<file path="config.mk">
export PLATFORM = sky130hd
export DESIGN_NAME = tcw_ctrl_flat
export DESIGN_NICKNAME = d
export VERILOG_FILES = /design/src/hw/rtl/tcw_pkg.sv /design/src/hw/rtl/tcw_if.sv /design/src/hw/rtl/tcw_ctrl.sv /design/src/flat_wrapper.sv
export SDC_FILE = /design/constraint.sdc
export NUM_CORES = 1
export LEC_CHECK = 0
export BUFFER_PORTS_ARGS = -buffer_cell sky130_fd_sc_hd__buf_2
export CAP_MARGIN = 15
export CORE_ASPECT_RATIO = 1.75
export CORE_MARGIN = 3
export CORE_UTILIZATION = 35
export CTS_BUF_LIST = sky130_fd_sc_hd__clkbuf_4 sky130_fd_sc_hd__clkbuf_8
export CTS_CLUSTER_SIZE = 28
export DETAILED_ROUTE_END_ITERATION = 16
export MAX_ROUTING_LAYER = met4
export PLACE_DENSITY = 0.52
export SKIP_LAST_GASP = 1
export SYNTH_ARGS = -nofsm -noshare
export SYNTH_HDL_FRONTEND = slang
export SYNTH_SLANG_ARGS = --single-unit
</file>
<file path="constraint.sdc">
create_clock -name i_clk -period 6.6 [get_ports i_clk]
set_input_delay 0.66 -clock i_clk [delete_from_list [all_inputs] [get_ports i_clk]]
set_output_delay 0.66 -clock i_clk [all_outputs]
set_load 0.005 [all_outputs]
</file>
<file path="src/hw/rtl/tcw_pkg.sv">
`timescale 1ns / 1ps

package tcw_pkg;

    // Field widths of the channel payloads
    localparam int FUNC_W    = 2;
    localparam int CHAR_W    = 8;
    localparam int IDX_W     = 11;
    localparam int ATTR_W    = 8;
    localparam int CELL_W    = 16;
    localparam int ROW_OUT_W = 5;
    localparam int COL_OUT_W = 7;

    // Item function codes
    localparam logic [FUNC_W-1:0] FUNC_PUT   = 2'd0;
    localparam logic [FUNC_W-1:0] FUNC_CLEAR = 2'd1;
    localparam logic [FUNC_W-1:0] FUNC_READ  = 2'd2;

    // Character codes with special handling
    localparam logic [CHAR_W-1:0] CH_BS        = 8'h08;
    localparam logic [CHAR_W-1:0] CH_TAB       = 8'h09;
    localparam logic [CHAR_W-1:0] CH_LF        = 8'h0A;
    localparam logic [CHAR_W-1:0] CH_CR        = 8'h0D;
    localparam logic [CHAR_W-1:0] CH_SPACE     = 8'h20;
    localparam logic [CHAR_W-1:0] CH_PRINT_MAX = 8'h7F;

    // Attribute after reset
    localparam logic [ATTR_W-1:0] RESET_ATTR = 8'h0F;

    // Blank cell for a given attribute
    function automatic logic [CELL_W-1:0] blank_cell(input logic [ATTR_W-1:0] attr);
        blank_cell = {attr, CH_SPACE};
    endfunction

endpackage

</file>
<file path="src/hw/rtl/tcw_if.sv">
`timescale 1ns / 1ps

// Input item channel
interface tcw_in_if;
    import tcw_pkg::*;
    logic                valid;
    logic                ready;
    logic [FUNC_W-1:0]   func;
    logic [CHAR_W-1:0]   char_code;
    logic [IDX_W-1:0]    cell_index;

    modport source (output valid, output func, output char_code, output cell_index,
                    input ready);
    modport sink   (input valid, input func, input char_code, input cell_index,
                    output ready);
endinterface

// Result channel
interface tcw_out_if;
    import tcw_pkg::*;
    logic                 valid;
    logic                 ready;
    logic [CELL_W-1:0]    cell_data;
    logic [ROW_OUT_W-1:0] cursor_row;
    logic [COL_OUT_W-1:0] cursor_col;

    modport source (output valid, output cell_data, output cursor_row, output cursor_col,
                    input ready);
    modport sink   (input valid, input cell_data, input cursor_row, input cursor_col,
                    output ready);
endinterface


</file>
<file path="src/hw/rtl/tcw_ctrl.sv">
`timescale 1ns / 1ps

module tcw_ctrl
    import tcw_pkg::*;
#(
    parameter int COLUMNS  = 80,
    parameter int ROWS     = 25,
    parameter int TAB_STOP = 8,
    parameter int AW       = 11
) (
    input  logic              i_clk,
    input  logic              i_rst_n,
    input  logic [ATTR_W-1:0] i_text_attr,
    tcw_in_if.sink            i_in,
    tcw_out_if.source         o_out,
    output logic              o_we,
    output logic [AW-1:0]     o_waddr,
    output logic [CELL_W-1:0] o_wdata,
    output logic [AW-1:0]     o_raddr,
    input  logic [CELL_W-1:0] i_rdata
);

    localparam int CELL_COUNT = ROWS * COLUMNS;
    localparam int RW  = $clog2(ROWS);
    localparam int CW  = $clog2(COLUMNS);
    localparam int CSW = $clog2(COLUMNS + TAB_STOP);
    localparam int PW  = $clog2(TAB_STOP);
    localparam logic [AW-1:0] LAST_ADDR = AW'(CELL_COUNT - 1);
    localparam logic [AW-1:0] LAST_ROW_ADDR = AW'((ROWS - 1) * COLUMNS);

    typedef enum logic [2:0] {
        S_CLEAR,
        S_IDLE,
        S_READ,
        S_SCROLL,
        S_BLANK
    } t_state;

    t_state              r_state, n_state;
    logic [AW-1:0]       r_addr, n_addr;
    logic [ATTR_W-1:0]   r_fill_attr, n_fill_attr;
    logic                r_clr_cmd, n_clr_cmd;
    logic [RW-1:0]       r_row, n_row;
    logic [CW-1:0]       r_col, n_col;
    logic [PW-1:0]       r_phase, n_phase;
    logic [AW-1:0]       r_base, n_base;
    logic                r_out_valid, n_out_valid;
    logic [CELL_W-1:0]   r_out_data, n_out_data;
    logic                r_wr_pend, n_wr_pend;
    logic [AW-1:0]       r_wr_addr, n_wr_addr;

    logic                in_ready;
    logic                in_accept;
    logic                read_in_range;
    logic                do_nl;
    logic                do_result;
    logic [CW:0]         col_inc;
    logic [CSW-1:0]      tab_col;

    assign in_ready      = (r_state == S_IDLE) && !r_out_valid;
    assign in_accept     = i_in.valid && in_ready;
    assign read_in_range = 32'(i_in.cell_index) < CELL_COUNT;
    assign col_inc       = (CW + 1)'(r_col) + (CW + 1)'(1);
    assign tab_col       = CSW'(r_col) + CSW'(TAB_STOP) - CSW'(r_phase);

    // Sequencer: decode items, step the shared address counter over the store
    always_comb begin
        n_state     = r_state;
        n_addr      = r_addr;
        n_fill_attr = r_fill_attr;
        n_clr_cmd   = r_clr_cmd;
        n_row       = r_row;
        n_col       = r_col;
        n_phase     = r_phase;
        n_base      = r_base;
        n_out_valid = r_out_valid;
        n_out_data  = r_out_data;
        n_wr_pend   = 1'b0;
        n_wr_addr   = r_wr_addr;
        o_we        = 1'b0;
        o_waddr     = r_wr_addr;
        o_wdata     = i_rdata;
        o_raddr     = r_addr;
        do_nl       = 1'b0;
        do_result   = 1'b0;

        // Drop the result once the sink takes it
        if (r_out_valid && o_out.ready) begin
            n_out_valid = 1'b0;
        end

        // Finish a pending scroll copy
        if (r_wr_pend) begin
            o_we = 1'b1;
        end

        unique case (r_state)
            S_IDLE: begin
                o_raddr = AW'(i_in.cell_index);
                if (in_accept) begin
                    n_out_data = '0;
                    unique case (i_in.func)
                        FUNC_PUT: begin
                            case (i_in.char_code) inside
                                CH_LF: begin
                                    do_nl = 1'b1;
                                end
                                CH_CR: begin
                                    n_col     = '0;
                                    n_phase   = '0;
                                    do_result = 1'b1;
                                end
                                CH_TAB: begin
                                    if (tab_col >= CSW'(COLUMNS)) begin
                                        do_nl = 1'b1;
                                    end else begin
                                        n_col     = CW'(tab_col);
                                        n_phase   = '0;
                                        do_result = 1'b1;
                                    end
                                end
                                CH_BS: begin
                                    if (r_col != '0) begin
                                        o_we    = 1'b1;
                                        o_waddr = AW'(r_base + AW'(r_col) - AW'(1));
                                        o_wdata = blank_cell(i_text_attr);
                                        n_col   = CW'(r_col - CW'(1));
                                        n_phase = (r_phase == '0) ? PW'(TAB_STOP - 1)
                                                                  : PW'(r_phase - PW'(1));
                                    end
                                    do_result = 1'b1;
                                end
                                [CH_SPACE:CH_PRINT_MAX]: begin
                                    o_we    = 1'b1;
                                    o_waddr = AW'(r_base + AW'(r_col));
                                    o_wdata = {i_text_attr, i_in.char_code};
                                    if (col_inc >= (CW + 1)'(COLUMNS)) begin
                                        do_nl = 1'b1;
                                    end else begin
                                        n_col     = CW'(col_inc);
                                        n_phase   = (r_phase == PW'(TAB_STOP - 1)) ? '0
                                                    : PW'(r_phase + PW'(1));
                                        do_result = 1'b1;
                                    end
                                end
                                default: begin
                                    do_result = 1'b1;
                                end
                            endcase
                        end
                        FUNC_CLEAR: begin
                            n_fill_attr = i_text_attr;
                            n_addr      = '0;
                            n_clr_cmd   = 1'b1;
                            n_row       = '0;
                            n_col       = '0;
                            n_phase     = '0;
                            n_base      = '0;
                            n_state     = S_CLEAR;
                        end
                        FUNC_READ: begin
                            if (read_in_range) begin
                                n_state = S_READ;
                            end else begin
                                do_result = 1'b1;
                            end
                        end
                        default: begin
                            do_result = 1'b1;
                        end
                    endcase
                end
            end
            S_READ: begin
                n_out_data  = i_rdata;
                n_out_valid = 1'b1;
                n_state     = S_IDLE;
            end
            S_SCROLL: begin
                // Read one row ahead, write back in the next cycle
                n_wr_pend = 1'b1;
                n_wr_addr = AW'(r_addr - AW'(COLUMNS));
                if (r_addr == LAST_ADDR) begin
                    n_addr  = LAST_ROW_ADDR;
                    n_state = S_BLANK;
                end else begin
                    n_addr = AW'(r_addr + AW'(1));
                end
            end
            S_BLANK: begin
                if (!r_wr_pend) begin
                    o_we    = 1'b1;
                    o_waddr = r_addr;
                    o_wdata = blank_cell(r_fill_attr);
                    if (r_addr == LAST_ADDR) begin
                        n_state     = S_IDLE;
                        n_out_valid = 1'b1;
                        n_out_data  = '0;
                    end else begin
                        n_addr = AW'(r_addr + AW'(1));
                    end
                end
            end
            S_CLEAR: begin
                o_we    = 1'b1;
                o_waddr = r_addr;
                o_wdata = blank_cell(r_fill_attr);
                if (r_addr == LAST_ADDR) begin
                    n_state   = S_IDLE;
                    n_clr_cmd = 1'b0;
                    if (r_clr_cmd) begin
                        n_out_valid = 1'b1;
                        n_out_data  = '0;
                    end
                end else begin
                    n_addr = AW'(r_addr + AW'(1));
                end
            end
            default: begin
                n_state = S_IDLE;
            end
        endcase

        // Advance to the next line, scrolling from the last row
        if (do_nl) begin
            n_col   = '0;
            n_phase = '0;
            if (r_row == RW'(ROWS - 1)) begin
                n_fill_attr = i_text_attr;
                n_addr      = AW'(COLUMNS);
                n_state     = S_SCROLL;
            end else begin
                n_row     = RW'(r_row + RW'(1));
                n_base    = AW'(r_base + AW'(COLUMNS));
                do_result = 1'b1;
            end
        end

        if (do_result) begin
            n_out_valid = 1'b1;
        end
    end

    // Hold state, cursor and the result register
    always_ff @(posedge i_clk) begin
        if (!i_rst_n) begin
            r_state     <= S_CLEAR;
            r_addr      <= '0;
            r_fill_attr <= RESET_ATTR;
            r_clr_cmd   <= 1'b0;
            r_row       <= '0;
            r_col       <= '0;
            r_phase     <= '0;
            r_base      <= '0;
            r_out_valid <= 1'b0;
            r_wr_pend   <= 1'b0;
        end else begin
            r_state     <= n_state;
            r_addr      <= n_addr;
            r_fill_attr <= n_fill_attr;
            r_clr_cmd   <= n_clr_cmd;
            r_row       <= n_row;
            r_col       <= n_col;
            r_phase     <= n_phase;
            r_base      <= n_base;
            r_out_valid <= n_out_valid;
            r_wr_pend   <= n_wr_pend;
        end
        r_out_data <= n_out_data;
        r_wr_addr  <= n_wr_addr;
    end

    assign i_in.ready       = in_ready;
    assign o_out.valid      = r_out_valid;
    assign o_out.cell_data  = r_out_data;
    assign o_out.cursor_row = ROW_OUT_W'(r_row);
    assign o_out.cursor_col = COL_OUT_W'(r_col);

    a_base_tracks_row: assert property (@(posedge i_clk) disable iff (!i_rst_n)
        32'(r_base) == 32'(r_row) * COLUMNS)
        else $error("row base out of step with cursor row");

    a_cursor_range: assert property (@(posedge i_clk) disable iff (!i_rst_n)
        (32'(r_row) < ROWS) && (32'(r_col) < COLUMNS))
        else $error("cursor outside the screen");

    a_write_in_range: assert property (@(posedge i_clk) disable iff (!i_rst_n)
        o_we |-> (32'(o_waddr) < CELL_COUNT))
        else $error("cell write beyond the store");

    a_read_goes_wait: assert property (@(posedge i_clk) disable iff (!i_rst_n)
        (in_accept && (i_in.func == FUNC_READ) && read_in_range) |=> (r_state == S_READ))
        else $error("cell read did not wait for memory data");

    a_no_copy_when_idle: assert property (@(posedge i_clk) disable iff (!i_rst_n)
        (r_state == S_IDLE) |-> !r_wr_pend)
        else $error("scroll copy still pending in idle");

endmodule
</file>
<file path="src/flat_wrapper.sv">
// flat-port wrapper written by rule: the top's interface ports become plain ports
module tcw_ctrl_flat import tcw_pkg::*;
#(
    parameter int COLUMNS  = 80,
    parameter int ROWS     = 25,
    parameter int TAB_STOP = 8,
    parameter int AW       = 11
)
  (i_clk, i_rst_n, i_text_attr, o_we, o_waddr, o_wdata, o_raddr, i_rdata, i_in_valid, i_in_func, i_in_char_code, i_in_cell_index, i_in_ready, o_out_valid, o_out_cell_data, o_out_cursor_row, o_out_cursor_col, o_out_ready);
  tcw_in_if i_in_i ();
  tcw_out_if o_out_i ();
  input  logic i_clk;
  input  logic i_rst_n;
  input  logic [ATTR_W-1:0] i_text_attr;
  output logic o_we;
  output logic [AW-1:0] o_waddr;
  output logic [CELL_W-1:0] o_wdata;
  output logic [AW-1:0] o_raddr;
  input  logic [CELL_W-1:0] i_rdata;
  input wire logic [$bits(i_in_i.valid)-1:0] i_in_valid;
  input wire logic [$bits(i_in_i.func)-1:0] i_in_func;
  input wire logic [$bits(i_in_i.char_code)-1:0] i_in_char_code;
  input wire logic [$bits(i_in_i.cell_index)-1:0] i_in_cell_index;
  output wire logic [$bits(i_in_i.ready)-1:0] i_in_ready;
  output wire logic [$bits(o_out_i.valid)-1:0] o_out_valid;
  output wire logic [$bits(o_out_i.cell_data)-1:0] o_out_cell_data;
  output wire logic [$bits(o_out_i.cursor_row)-1:0] o_out_cursor_row;
  output wire logic [$bits(o_out_i.cursor_col)-1:0] o_out_cursor_col;
  input wire logic [$bits(o_out_i.ready)-1:0] o_out_ready;
  assign i_in_i.valid = i_in_valid;
  assign i_in_i.func = i_in_func;
  assign i_in_i.char_code = i_in_char_code;
  assign i_in_i.cell_index = i_in_cell_index;
  assign i_in_ready = i_in_i.ready;
  assign o_out_valid = o_out_i.valid;
  assign o_out_cell_data = o_out_i.cell_data;
  assign o_out_cursor_row = o_out_i.cursor_row;
  assign o_out_cursor_col = o_out_i.cursor_col;
  assign o_out_i.ready = o_out_ready;
  tcw_ctrl #(.COLUMNS(COLUMNS), .ROWS(ROWS), .TAB_STOP(TAB_STOP), .AW(AW)) u_core (.i_clk(i_clk), .i_rst_n(i_rst_n), .i_text_attr(i_text_attr), .i_in(i_in_i), .o_out(o_out_i), .o_we(o_we), .o_waddr(o_waddr), .o_wdata(o_wdata), .o_raddr(o_raddr), .i_rdata(i_rdata));
endmodule
</file>
==> results.cfg, run 1 <==
[critical_path]
path_cells = nor3b_2 > buf_4 > and3_1 > o21ai_1 > o31a_1 > o21ai_1 > a22o_1 > buf_2
required_ps = 5940
worst_setup_path_end_kind = primary output
slowest_delay_ps = 850
crit_buf_inv = 2
r2r_start = u_core.o_out.cursor_col[2]
path_class = flop to primary output
r2r_cells = 9
critPathArrivalTime_ps = 3900
cp_common_cell = o21ai_1
crit_family = compound AO/OA/AOI/OAI gates
worstSetupStartpointType = flop
crit_slowest_cell = o21ai_1
reg2reg_setup_slack_ps = 2600
r2r-end = u_core.r_fill_attr[5]
cp_max_fo = 27

[clock_network]
cts_resized = 0
clock_sinks = 78
cts_tree = yes
root_buffer = clkbuf_8
post_cts_buffers = 0
postCtsHoldBufs = 0
clock_latency_ps = 360
numCtsBuffers = 9
cts_max_level = 3
cts.reportedPaths.clkPinSlew_ps = 90
clockBufferDepth = 2

[final_layout]
nFillCells = 1890
num-nets-final = 964
synthToLayoutAreaGrowth_pct = 15.40
regArea_um2 = 1832
drive_gt1_share_pct = 18.84
multi_input_area_um2 = 4015
antenna_cells = 0

[pwr]
clkPwrFrac_pct = 40.5
p_int_mw = 0.7016
p_switching_mw = 0.2409
p_leak_nw = 3.078
irDropWorstVdd_mv = 0.08201
p_sw_share_pct = 25.55
total_power_mw = 0.9425
p_per_area_nw_per_um2 = 131.9
power_frac_comb_pct = 6.6
seqPwrFrac_pct = 52.8

[floorplanning]
die_x_um = 106.5
fp.dieArea_um2 = 19390
io_pins = 118
initial_core_util_pct = 36.03
die_y_um = 182.0
core-area_um2 = 17180
num_rows = 63

[logic_synthesis]
synth.largest_area_cell = dfxtp_1
synthTopCellsByCount = nand2_1, nor2_1, dfxtp_1
synthCells = 780
synth_async_sr_flop_share_pct = 0
yosysUniqueCellTypes = 82
yosysWarnings = 0
yosysSeqAreaShare_pct = 29.58
syn_avg_cell_area_um2 = 7.939
ys_seq_elements = 78
ys.flop_type = dfxtp_1
synth-edff-count = 27
synthesis.nets = 868
yosysTopAreaCellShare_pct = 16.49
yosys.cell_count.top_type = nand2_1
netlist_top_cells_area = dfxtp_1, edfxtp_1, ha_1
netlist_area_um2 = 6192

[sta]
final-hold-violation-count = 0
setup_tns_ps = 0
setup_viol = 0
period_share_pct = 69.03
relSlewSlack_pct = 36.52
worstMarginPinSlew_ps = 945.8
post-route-min-period_ps = 4556
maxSlewViolCount = 0
grt_setup_unrepaired = no
finClkSkew_ps = 23.40
clock.fmax_mhz = 219.5

[hold_path]
hold_class = flop to flop
min_from = u_core.r_base[2]
whs_path_depth = 1
min_to = u_core.r_base[2]

[flow_run]
cap_violations = 0

[drt]
drt_pass1_iterations = 6
drt_iter0_drc = 323
vias = 6262
drc_errors = 0
wirelength_um = 21090
antenna_left = 0
wl_per_cell_um = 19.03
vias_per_cell = 5.652

[global_routing]
grt_max_degree = 28
globalRouteTotalUtil_pct = 22.30
grt_overflow = 0
grt_antenna_before_repair = 0
grt_pass1_wl_um = 33490
grt_pass1_vias = 6245

[run_status]
status = completed

[place]
numPortBuffers = 117
routabilityCongestion = 0.8645
place.detailed.hpwl_um = 16580
## registers in the layout (all words and copies together), names as in the netlist
name,count
u_core.o_out.cell_data,16
u_core.o_out.cursor_col,7
u_core.o_out.cursor_row,5
u_core.o_out.valid,1
u_core.r_addr,11
u_core.r_base,11
u_core.r_clr_cmd,1
u_core.r_fill_attr,8
u_core.r_phase,3
u_core.r_state,3
u_core.r_wr_addr,11
u_core.r_wr_pend,1
## placed cells by master (no fill, tap or decap), types with 4 or more instances in the layout
master	n
xnor2_1	8
ha_1	37
mux2i_1	14
a31oi_1	10
edfxtp_1	27
a221oi_1	4
inv_1	42
nand2_1	87
buf_4	7
a222oi_1	7
o211ai_1	6
nand3_1	20
a21o_1	9
a21oi_1	50
o221ai_1	7
a221o_1	6
clkbuf_8	9
and3_1	13
o21bai_1	5
xor2_1	6
nand2b_1	6
a211o_1	10
or3_1	4
o22ai_1	5
nand4_1	7
nor2b_1	10
or2_2	6
nor3_1	26
o21ai_0	45
dfxtp_1	51
a22o_1	6
nor2_1	79
a211oi_1	11
and2_1	32
o21a_1	6
buf_2	117
a22oi_1	9
## power by group through the flow
stage | combinational (mW) | sequential (mW) | clock [mW]
finish | 0.0626 | 0.498 | 0.382
global placement | 0.0629 | 0.509 | 0
detailed placement | 0.0628 | 0.509 | 0
CTS | 0.0631 | 0.498 | 0.391
global route | 0.0695 | 0.498 | 0.409
floorplan | 0.0302 | 0.508 | 0
## area by class of cell
cell class / instances / share of cell area, %
timing repair buffer: 125 / 9.088
multi-input combinational: 618 / 56.19
clock inverter: 6 / 0.9631
inverter: 44 / 2.311
sequential: 78 / 25.63
tap: 227 / 3.975
clock buffer: 10 / 1.839
## cells by family (layout without fill, tap and decap cells)
family | after synthesis | count (layout) | synth area share [%]
AOI/OAI and AO/OA | 234 | 234 | 26.63
xor gates and xnor gates | 14 | 14 | 1.980
adders and majority gates | 39 | 39 | 8.123
buffers and inverters | 84 | 185 | 5.698
DFF | 78 | 78 | 29.58
muxes | 15 | 15 | 2.445
and+or+nand+nor | 316 | 316 | 25.54
## routing by layer
metal  track usage, %  wire [um]  up-vias
met3            1.885        642       40
met1            23.71       8010     3001
met5                -          0        -
met4            7.834        656        0
met2            42.44      11780      165
li1                 -          -     3056
## through the flow
stage	utilization (%)	instances	hold WS (ps)	instance area (um^2)	setup WS, ps
floorplan	-	780	406.4	6192	3220
finish	41.58	1108	474.8	7146	2044
detailed placement	40.31	1090	451.9	6927	2215
CTS	41.47	1106	476.0	7127	2018
global placement	40.31	1090	445.8	6927	2341
global route	41.58	1108	486.7	7146	1697
## worst max-delay path by stage
stage,depth (start not counted),slack [ps],end,startpoint
floorplan,9,3220,o_waddr[9],u_core.o_out.cursor_col[0]
global placement,9,2340,o_wdata[12],i_in_char_code[4]
detailed placement,9,2210,o_wdata[10],i_in_char_code[4]
CTS,8,2020,o_wdata[2],u_core.r_state[0]
global route,9,1700,o_wdata[9],u_core.r_state[0]
finish,8,2040,o_wdata[2],u_core.r_state[2]
## worst reg2reg max path: stages (launching register included)
cell       delay [ps]
dfxtp_1           650
ha_1              350
ha_1              290
a21o_1            240
a311o_1           380
xor2_1            330
a2111oi_4         130
o311ai_2          820
and2_1            490
mux2i_1           240
Note: power is estimated with default switching activity, not from simulation.
==> inputs of run 2 (changes only) <==
--- a/config.mk
+++ b/config.mk
@@ -14,7 +14,7 @@
 export CTS_CLUSTER_SIZE = 28
 export DETAILED_ROUTE_END_ITERATION = 16
 export MAX_ROUTING_LAYER = met4
-export PLACE_DENSITY = 0.52
+export PLACE_DENSITY = 0.54
 export SKIP_LAST_GASP = 1
 export SYNTH_ARGS = -nofsm -noshare
 export SYNTH_HDL_FRONTEND = slang
==> constraint.sdc (replaced) <==
create_clock -name i_clk -period 3.7 [get_ports i_clk]
set_input_delay 0.37 -clock i_clk [delete_from_list [all_inputs] [get_ports i_clk]]
set_output_delay 0.37 -clock i_clk [all_outputs]
set_load 0.005 [all_outputs]
==> run 2 against run 1 <==
First-iteration DRC count up 7.7%. Power up 83%. Utilization up 1.5 points. Combinational power up 82%. Sequential power up 78%. Clock-buffer cell count up 1. Worst setup slack worse by 1900 ps. Register-to-register slack worse by 2300 ps. Critical path depth up 3. Die area unchanged. Via count up 1.8%. Largest power group unchanged.
==> results.cfg, run 2 (synthesis results as in run 1) <==
[run_status]
status = completed

[sta]
setup_viol = 0
finClkSkew_ps = 11.31
maxSlewViolCount = 0
setup_tns_ps = 0
final-hold-violation-count = 0
period_share_pct = 95.87
grt_setup_unrepaired = no
relSlewSlack_pct = 28.75
worstMarginPinSlew_ps = 1066
clock.fmax_mhz = 281.9
post-route-min-period_ps = 3547

[global_routing]
grt_max_degree = 27
grt_pass1_wl_um = 33520
grt_antenna_before_repair = 1
grt_pass1_vias = 6122
globalRouteTotalUtil_pct = 22.64
grt_overflow = 0

[clock_network]
cts_tree = yes
clock_latency_ps = 370
root_buffer = clkbuf_8
cts.reportedPaths.clkPinSlew_ps = 80
cts_max_level = 3
numCtsBuffers = 9
clockBufferDepth = 2
clock_sinks = 78

[final_layout]
final_cell_mix = buf_2, nand2_1, nor2_1
fin_util_pct = 43.13
num-nets-final = 990
drive_gt1_share_pct = 22.41
multi_input_area_um2 = 4074
synthToLayoutAreaGrowth_pct = 19.68
final_common_cell = buf_2
largest_reg_flops = 16
nFillCells = 1895
regArea_um2 = 1833

[flow_run]
cap_violations = 0

[critical_path]
reg2reg_setup_slack_ps = 340
setup.worst_path.start = u_core.o_out.cursor_col[0]
required_ps = 3330
r2r_cells = 10
r2r-end = u_core.r_base[7]
path_class = flop to primary output
worstSetupStartpointType = flop
path_cells = ha_2 > fa_2 > buf_4 > xnor2_2 > a22oi_1 > o22ai_2 > a21bo_2 > nor3_4 > mux2i_1 > o31ai_2 > buf_2
worst_setup_path_end_kind = primary output
r2r_start = u_core.r_phase[2]
cp_max_fo = 5
crit_slowest_cell = fa_2
endpoint = o_waddr[8]
critPathArrivalTime_ps = 3180
slowest_delay_ps = 370

[pwr]
p_leak_nw = 3.219
irDropWorstVdd_mv = 0.1381
total_power_mw = 1.721
p_per_area_nw_per_um2 = 232.2

[floorplanning]
num_rows = 63
io_pins = 118
initial_core_util_pct = 36.03
core-area_um2 = 17180
die_y_um = 182.0
fp.dieArea_um2 = 19390
die_x_um = 106.5

[drt]
vias_per_cell = 5.620
antenna_left = 0
vias = 6373
drt_iter0_drc = 348
wirelength_um = 21500
drt_pass1_iterations = 8
wl_per_cell_um = 18.96
drc_errors = 0

[hold_path]
hold_class = input pin to flop

[place]
numPortBuffers = 117
place.detailed.hpwl_um = 16990
routabilityCongestion = 0.8596
==> run 2: changes by cell type in the layout (fill, tap and decap cells not counted), moves of 2 or more <==
cell     delta
buf_4      +27
a21oi_1     -2
a21oi_2     +2
ha_1        -2
ha_2        +2
inv_6       -2
nor3_1      -2
o21ai_0     -2
o21ai_1     +2
==> run 2: timing repair <==
action	in CTS	in global routing
setup endpoints to repair	3	4
gates resized for setup	6	11
pin swaps	1	4
gates cloned	0	0
setup buffers	1	1
hold buffers	0	0
==> run 2: power by group <==
group / total [mW] / internal [mW] / switching, mW
registers: 0.888 / 0.883 / 0.00497
clock network: 0.719 / 0.391 / 0.328
logic: 0.114 / 0.0455 / 0.0688
==> run 2: layout make-up <==
class                           count  area share (%)
Tap cell                          227           3.833
Inverter                           44           2.229
Antenna cell                        1         0.03377
Timing Repair Buffer              151           11.35
Clock buffer                       11           1.874
Clock inverter                      4          0.9792
Multi-Input combinational cell    618           54.97
Sequential cell                    78           24.73
==> run 2: layer usage <==
metal | vias to the layer above | global-route usage [%] | part of all wire, %
met2 | 158 | 41.48 | 55
met3 | 47 | 2.348 | 3.2
li1 | 3109 | - | -
met5 | - | - | 0
met1 | 3059 | 24.18 | 38
met4 | 0 | 10.29 | 3.5
==> run 2: worst min-delay path by stage <==
| stage | start | end | slack [ps] | cells past startpoint |
|---|---|---|---|---|
| after floorplan | u_core.r_addr[3] | u_core.r_wr_addr[3] | 410 | 0 |
| after global placement | u_core.r_base[0] | u_core.r_base[0] | 450 | 1 |
| after detailed placement | u_core.r_fill_attr[5] | u_core.r_fill_attr[5] | 460 | 2 |
| after CTS | i_text_attr[4] | u_core.r_fill_attr[4] | 240 | 3 |
| after global routing | i_text_attr[4] | u_core.r_fill_attr[4] | 250 | 3 |
| final | i_text_attr[4] | u_core.r_fill_attr[4] | 250 | 3 |
==> run 2: worst max-delay path: cells and delay by family (launching register included) <==
kind	cells	cell delay, ps
xor gates and xnor gates	1	200
DFF	1	330
adders and majority gates	2	580
AOI/OAI and AO/OA	4	1010
buffers and inverters	2	340
and+or+nand+nor	1	220
muxes	1	110
==> run 2: stage by stage <==
step                      std cells  instance area, um^2  hold slack [ps]  worst slack, ps
after floorplan                 780                 6192            406.4            570.8
after global placement         1116                 7122            446.7            260.2
after detailed placement       1116                 7122            455.4            175.1
after CTS                      1132                 7367            236.5            56.69
after global routing           1134                 7411            254.9            4.160
final                          1134                 7411            252.9            152.9
